[src/design/assert_macros.svh]
// ----------------------------------------------------------------------------
// Assertion macros
// Shared concurrent assertion wrappers for the executor block.
// ----------------------------------------------------------------------------
`ifndef ASSERT_MACROS_SVH
`define ASSERT_MACROS_SVH

// Property must hold at every clock edge outside reset.
`define MOAE_ASSERT(lbl, clk, rst_n, prop, msg) \
    lbl: assert property (@(posedge clk) disable iff (!rst_n) (prop)) else $error(msg);

// Condition must never be true at a clock edge outside reset.
`define MOAE_NEVER(lbl, clk, rst_n, cond, msg) \
    lbl: assert property (@(posedge clk) disable iff (!rst_n) !(cond)) else $error(msg);

`endif

[src/design/moae_pkg.sv]
// ----------------------------------------------------------------------------
// moae_pkg
// Operation and status codes, sequencer states and shared types.
// ----------------------------------------------------------------------------
package moae_pkg;

    // Stream widths (fixed by the instruction and result formats).
    localparam int S_TDATA_W = 80;
    localparam int S_TUSER_W = 2;
    localparam int M_TDATA_W = 40;
    localparam int M_TUSER_W = 1;

    // Operation codes.
    localparam logic [3:0] OP_TRAP  = 4'd0;
    localparam logic [3:0] OP_NOP   = 4'd1;
    localparam logic [3:0] OP_EXIT  = 4'd2;
    localparam logic [3:0] OP_PANIC = 4'd3;
    localparam logic [3:0] OP_HALT  = 4'd4;
    localparam logic [3:0] OP_ADD   = 4'd5;
    localparam logic [3:0] OP_SUB   = 4'd6;
    localparam logic [3:0] OP_MUL   = 4'd7;
    localparam logic [3:0] OP_DIV   = 4'd8;
    localparam logic [3:0] OP_AND   = 4'd9;
    localparam logic [3:0] OP_OR    = 4'd10;
    localparam logic [3:0] OP_XOR   = 4'd11;
    localparam logic [3:0] OP_NOT   = 4'd12;
    localparam logic [3:0] OP_MOV   = 4'd13;
    // Unassigned code; it behaves like nop.
    localparam logic [3:0] OP_SPARE = 4'd14;
    localparam logic [3:0] OP_END   = 4'd15;

    // Status codes.
    localparam logic [2:0] ST_OK      = 3'd0;
    localparam logic [2:0] ST_TRAP    = 3'd1;
    localparam logic [2:0] ST_EXIT    = 3'd2;
    localparam logic [2:0] ST_PANIC   = 3'd3;
    localparam logic [2:0] ST_HALT    = 3'd4;
    localparam logic [2:0] ST_DIVZERO = 3'd5;
    localparam logic [2:0] ST_BADADDR = 3'd6;
    localparam logic [2:0] ST_STOPPED = 3'd7;

    typedef enum logic [2:0] {
        S_CLEAR,
        S_IDLE,
        S_RD_A,
        S_RD_B,
        S_EXEC,
        S_WAIT,
        S_DONE
    } t_state;

    // Control from the sequencer to the iterative unit.
    typedef struct packed {
        logic start;
        logic is_div;
    } t_iter_ctl;

endpackage

[src/design/moae_iter.sv]
// ----------------------------------------------------------------------------
// moae_iter
// Bit-serial multiply and signed divide sharing one adder/subtractor.
// ----------------------------------------------------------------------------
module moae_iter #(
    parameter int DATA_WIDTH = 32
) (
    input  logic                  i_clk,
    input  logic                  i_rst_n,
    input  moae_pkg::t_iter_ctl   i_ctl,
    input  logic [DATA_WIDTH-1:0] i_a,
    input  logic [DATA_WIDTH-1:0] i_b,
    output logic                  o_done,
    output logic [DATA_WIDTH-1:0] o_result
);
    import moae_pkg::*;

    localparam int W  = DATA_WIDTH;
    localparam int CW = $clog2(W + 1);

    logic          r_busy;
    logic          r_done;
    logic [CW-1:0] r_count;
    logic          r_is_div;
    logic          r_neg;
    logic [W-1:0]  r_acc;   // product or partial remainder
    logic [W-1:0]  r_x;     // multiplicand or divisor
    logic [W-1:0]  r_y;     // multiplier or dividend/quotient

    logic [W-1:0]  a_abs;
    logic [W-1:0]  b_abs;
    logic [W:0]    add_op1;
    logic [W:0]    add_op2;
    logic [W:0]    add_sum;
    logic          q_bit;

    assign a_abs = i_a[W-1] ? (W'(0) - i_a) : i_a;
    assign b_abs = i_b[W-1] ? (W'(0) - i_b) : i_b;

    // Shared adder: accumulate for multiply, trial subtract for divide.
    always_comb begin
        if (r_is_div) begin
            add_op1 = {r_acc, r_y[W-1]};
            add_op2 = ~{1'b0, r_x};
        end else begin
            add_op1 = {1'b0, r_acc};
            add_op2 = r_y[0] ? {1'b0, r_x} : '0;
        end
        add_sum = add_op1 + add_op2 + {{W{1'b0}}, r_is_div};
        q_bit   = ~add_sum[W];
    end

    always_ff @(posedge i_clk) begin
        if (!i_rst_n) begin
            r_busy  <= 1'b0;
            r_done  <= 1'b0;
            r_count <= '0;
        end else begin
            r_done <= 1'b0;
            if (i_ctl.start) begin
                r_busy  <= 1'b1;
                r_count <= CW'(W);
            end else if (r_busy) begin
                r_count <= r_count - CW'(1);
                if (r_count == CW'(1)) begin
                    r_busy <= 1'b0;
                    r_done <= 1'b1;
                end
            end
        end
    end

    always_ff @(posedge i_clk) begin
        if (i_ctl.start) begin
            r_is_div <= i_ctl.is_div;
            r_neg    <= i_a[W-1] ^ i_b[W-1];
            r_acc    <= '0;
            if (i_ctl.is_div) begin
                r_x <= b_abs;
                r_y <= a_abs;
            end else begin
                r_x <= i_a;
                r_y <= i_b;
            end
        end else if (r_busy) begin
            if (r_is_div) begin
                r_acc <= q_bit ? add_sum[W-1:0] : add_op1[W-1:0];
                r_y   <= {r_y[W-2:0], q_bit};
            end else begin
                r_acc <= add_sum[W-1:0];
                r_x   <= {r_x[W-2:0], 1'b0};
                r_y   <= {1'b0, r_y[W-1:1]};
            end
        end
    end

    assign o_done   = r_done;
    assign o_result = !r_is_div ? r_acc : (r_neg ? (W'(0) - r_y) : r_y);

endmodule

[config.mk]
export PLATFORM = sky130hd
export DESIGN_NAME = moae_iter
export DESIGN_NICKNAME = d
export VERILOG_FILES = /design/src/design/assert_macros.svh /design/src/design/moae_pkg.sv /design/src/design/moae_iter.sv
export SDC_FILE = /design/constraint.sdc
export NUM_CORES = 1
export LEC_CHECK = 0
export BUFFER_PORTS_ARGS = -buffer_cell sky130_fd_sc_hd__buf_2
export CORE_ASPECT_RATIO = 0.9
export CORE_MARGIN = 4
export CORE_UTILIZATION = 65
export DETAILED_ROUTE_END_ITERATION = 12
export GPL_TIMING_DRIVEN = 0
export PLACE_DENSITY = 0.95
export SLEW_MARGIN = 20
export SYNTH_ARGS = -nofsm -noshare
export SYNTH_HDL_FRONTEND = slang
export SYNTH_SLANG_ARGS = --single-unit
[constraint.sdc]
create_clock -name i_clk -period 11.7 [get_ports i_clk]
set_input_delay 2.34 -clock i_clk [delete_from_list [all_inputs] [get_ports i_clk]]
set_output_delay 2.34 -clock i_clk [all_outputs]
set_load 0.1 [all_outputs]
==> flow_metrics.tcl <==
set metrics [dict create \
    outcome "finished clean" \
    detailedPlace.worstSlack_ps 5980 \
    cp_slowest_cell "sky130_fd_sc_hd__buf_2" \
    cts_root_buffer "sky130_fd_sc_hd__clkbuf_16" \
    remaining_routing_drc_violations 0 \
    finClkSkew_ps 18.4 \
    layout.nets 1433 \
    post_synth_cell_types 75 \
    crit_path_start_kind "flop" \
    post_route_cells_drive_above_1_share 0.152 \
    totalNegativeSetupSlack_ps 0 \
    synth-seq-area-share 0.277 \
    grt_overflow 0 \
    criticalPathCategory "flop to output port" \
    cts_resized 0 \
    grt_antenna_before_repair 0 \
    reg2reg_setup_slack_ps 5960 \
    slew_headroom 0.409 \
    syn_avg_cell_area_um2 8.26 \
    place.detailed.instances 1514 \
    hold_violations 0 \
    cts-buffers-inserted 9 \
    rsz0062_at_grt "no" \
    tightestPinTransition_ps 879 \
    worst_setup_path_startpoint "r_y[0]" \
    critical_path_required_ps 9360 \
    static-leakage-power_uw 0.00446 \
    globalplace.congestion 1.05 \
    hold_path_end "r_count[1]" \
    r2r_end "r_acc[1]" \
    vdd_drop_max_mv 0.108 \
    crit_path_max_fanout 10 \
    clk_lat_worst_skew_ps 370 \
    drt-total-wl_um 34700 \
    final_standard_cell_count_with_taps_included_and_fillers_excluded 1531 \
    netlist.area_leader.share 0.197 \
    worst_hold_startpoint "r_count[1]" \
    chip_width_um 139 \
    ctsLongestPathBuffers 2 \
    slew_violations 0 \
    yosysWarnings 0 \
    setup_violations 0 \
    synth_ff_type "sky130_fd_sc_hd__edfxtp_1" \
    cts_tree "yes" \
    die_height_um 126 \
    grt_pass1_vias 9453 \
    cts_num_sinks 106 \
    first_pass_grt_wire_length_um 52900 \
    initial_utilization 0.674 \
    total_length_of_routed_met3_wires_um 4460 \
    post_cts_buffers 0 \
    cts_max_level 3 \
    crit_top_cell "sky130_fd_sc_hd__nand2b_1" \
    mappedNetlistArea_mm2 0.0101 \
    all_layer_global_routing_usage 0.384 \
    arrival_ps 3910 \
    netlist_instances 1217 \
    met1Wirelength_um 13700 \
    synth-async-reset-ratio 0 \
    worstPathCellList "clkbuf_1 -> buf_1 -> inv_1 -> ha_1 -> nor2b_1 -> nand4_1 -> or2_2 -> nand2b_1 -> nand2b_1 -> o21ai_1 -> xor2_1 -> a21oi_1 -> buf_2" \
    firstDrtPassIters 6 \
    io_pins 101 \
    number_of_maximum_capacitance_constraint_violations 0 \
    cts.clk_slew.worst_paths_ps 80 \
    dieArea_mm2 0.0175 \
    postRouteAntennaNets 0 \
    final.min_clock_period_ps 6250 \
    routed-via-count 10500 \
    place.port_buffers 99 \
    via_per_inst 6.85 \
    wl_per_cell_um 22.7 \
    grt_start_max_net_pins 33 \
    ys_seq_elements 106 \
    rr_worst_depth 17 \
    clock.fmax_ghz 0.160 \
    post-route-period-util 0.534 \
    powerDensity_mw_per_mm2 131 \
    reg2reg_from "r_is_div" \
    detail_route.iter0.violations 1786 \
    finalWorstSetupSlack_ps 5450 \
    holdBufCountCts 0 \
    dr_wl_met2_um 14600 \
    detailed_place_hpwl_um 27000 \
    post_synth_main_area_contributors "sky130_fd_sc_hd__edfxtp_1 (20%), sky130_fd_sc_hd__dfxtp_1 (8.0%), sky130_fd_sc_hd__xor2_1 (7.7%)" \
    uppermost_layer_routed "met4" \
    area_growth_pct 10.5 \
    synthesis.nets 1323 \
    min_path_cells 2 \
    num_rows 42 \
    critical_path.endpoint_type "output port" \
    highest_cell_delay_on_the_worst_timing_path_ps 440 \
    num-fill-cells 1149 \
    design.core.area_mm2 0.0149 \
    synth_top_cell_by_area "sky130_fd_sc_hd__edfxtp_1" \
    path_buf_inv 4 \
    timing.critical_path.max_delay_family "simple AND/OR/NAND/NOR gates" \
    power_uw 1450 \
    min_path_type "flop to flop" \
    synth-edff-count 66 \
]
[per-layer routing]
layer / vias up / GRT usage
met1: 4821 / 0.545
met3: 124 / 0.0697
met4: 0 / 0.180
met5: - / 0
li1: 4737 / -
met2: 801 / 0.568
[tightest hold or removal path, stage by stage, from the launching register on]
cell                       delay, ps
sky130_fd_sc_hd__dfxtp_1         320
sky130_fd_sc_hd__nor2_1           80
sky130_fd_sc_hd__a211oi_1         50
[cell type report]
cell class / instances / area, um2 / share of cell area
clock buffers: 9 / 225 / 0.0203
repair buffers: 99 / 495 / 0.0446
diodes: 1 / 2.50 / 0.000225
flip-flops and latches: 106 / 2780 / 0.250
well taps: 198 / 248 / 0.0223
clock inverters: 7 / 85.1 / 0.00765
multi-input cells: 1009 / 6880 / 0.619
inverters: 21 / 78.8 / 0.00709
plain buffers: 81 / 322 / 0.0289
[flip-flops by register name, indices dropped and copies added, names as in the netlist]
name	cells
r_acc	32
r_x	32
r_y	32
r_count	6
o_done	1
r_busy	1
r_is_div	1
r_neg	1
[cell usage after synthesis (5+ instances only)]
cell type	instances
sky130_fd_sc_hd__o21ai_0	116
sky130_fd_sc_hd__inv_1	20
sky130_fd_sc_hd__or3_1	16
sky130_fd_sc_hd__edfxtp_1	66
sky130_fd_sc_hd__o41ai_1	5
sky130_fd_sc_hd__buf_1	19
sky130_fd_sc_hd__nor3_1	13
sky130_fd_sc_hd__nor2_1	114
sky130_fd_sc_hd__mux2i_1	57
sky130_fd_sc_hd__nand2b_1	8
sky130_fd_sc_hd__buf_2	5
sky130_fd_sc_hd__or4_1	9
sky130_fd_sc_hd__o31ai_1	29
sky130_fd_sc_hd__a31oi_1	9
sky130_fd_sc_hd__or4_4	5
sky130_fd_sc_hd__a21oi_1	82
sky130_fd_sc_hd__a211oi_1	18
sky130_fd_sc_hd__a21o_1	20
sky130_fd_sc_hd__o21a_1	6
sky130_fd_sc_hd__nand3_1	46
sky130_fd_sc_hd__o211ai_1	32
sky130_fd_sc_hd__xnor2_1	28
sky130_fd_sc_hd__xor2_1	88
sky130_fd_sc_hd__ha_1	36
sky130_fd_sc_hd__and2_1	5
sky130_fd_sc_hd__nand2_1	104
sky130_fd_sc_hd__nor4_1	7
sky130_fd_sc_hd__mux2_2	53
sky130_fd_sc_hd__a221o_1	7
sky130_fd_sc_hd__and3_1	6
sky130_fd_sc_hd__o21ai_1	5
sky130_fd_sc_hd__nor2b_1	17
sky130_fd_sc_hd__clkbuf_1	55
sky130_fd_sc_hd__nand4_1	6
sky130_fd_sc_hd__dfxtp_1	40
[worst max-delay path by stage]
stage                         endpoint  depth (start not counted)
after floorplan           o_result[28]                         12
after global placement    o_result[28]                         13
after detailed placement  o_result[28]                         13
after CTS                 o_result[28]                         13
after global routing      o_result[28]                         13
final                     o_result[28]                         13
[logic make-up (layout without fill, tap and decap cells)]
kind of cell,count (synthesis),in the layout,share of synthesized area
multiplexers,111,111,0.118
flip-flops,106,106,0.277
AND/OR/NAND/NOR,374,374,0.180
AO/OA/AOI/OAI,370,370,0.236
other,0,1,0
buffers and inverters,102,217,0.0398
adder cells (fa/ha/maj),38,38,0.0488
XOR/XNOR,116,116,0.101
[power by group]
part	internal (uW)	total, uW	switching (uW)
combinational	196	648	452
clock	152	309	156
sequential	447	496	49.6
[cell usage in the layout, fill, tap and decap left out, types with 8 or more instances in the layout]
cell type and instances:
sky130_fd_sc_hd__edfxtp_1 66, sky130_fd_sc_hd__a31oi_1 9, sky130_fd_sc_hd__o21ai_0 116, sky130_fd_sc_hd__buf_1 19, sky130_fd_sc_hd__a21o_1 19, sky130_fd_sc_hd__mux2i_1 57
sky130_fd_sc_hd__a211oi_1 18, sky130_fd_sc_hd__nand2_1 104, sky130_fd_sc_hd__xor2_1 88, sky130_fd_sc_hd__or4_1 9, sky130_fd_sc_hd__nor2_1 114, sky130_fd_sc_hd__a21oi_1 82
sky130_fd_sc_hd__clkbuf_16 9, sky130_fd_sc_hd__nor2b_1 17, sky130_fd_sc_hd__dfxtp_1 40, sky130_fd_sc_hd__xnor2_1 28, sky130_fd_sc_hd__mux2_2 53, sky130_fd_sc_hd__buf_2 104
sky130_fd_sc_hd__nand3_1 46, sky130_fd_sc_hd__nand2b_1 8, sky130_fd_sc_hd__clkbuf_1 55, sky130_fd_sc_hd__or3_1 16, sky130_fd_sc_hd__nor3_1 13, sky130_fd_sc_hd__ha_1 36
sky130_fd_sc_hd__o31ai_1 29, sky130_fd_sc_hd__inv_1 19, sky130_fd_sc_hd__o211ai_1 32
[stage by stage]
stage / hold WS (ps) / instance area (um2) / util
global route: 537 / 11100 / 0.745
global placement: 477 / 10800 / 0.724
CTS: 501 / 11100 / 0.745
detailed placement: 493 / 10800 / 0.724
floorplan: 464 / 10100 / -
finish: 499 / 11100 / 0.745
Power figures use the tool's default switching activity.
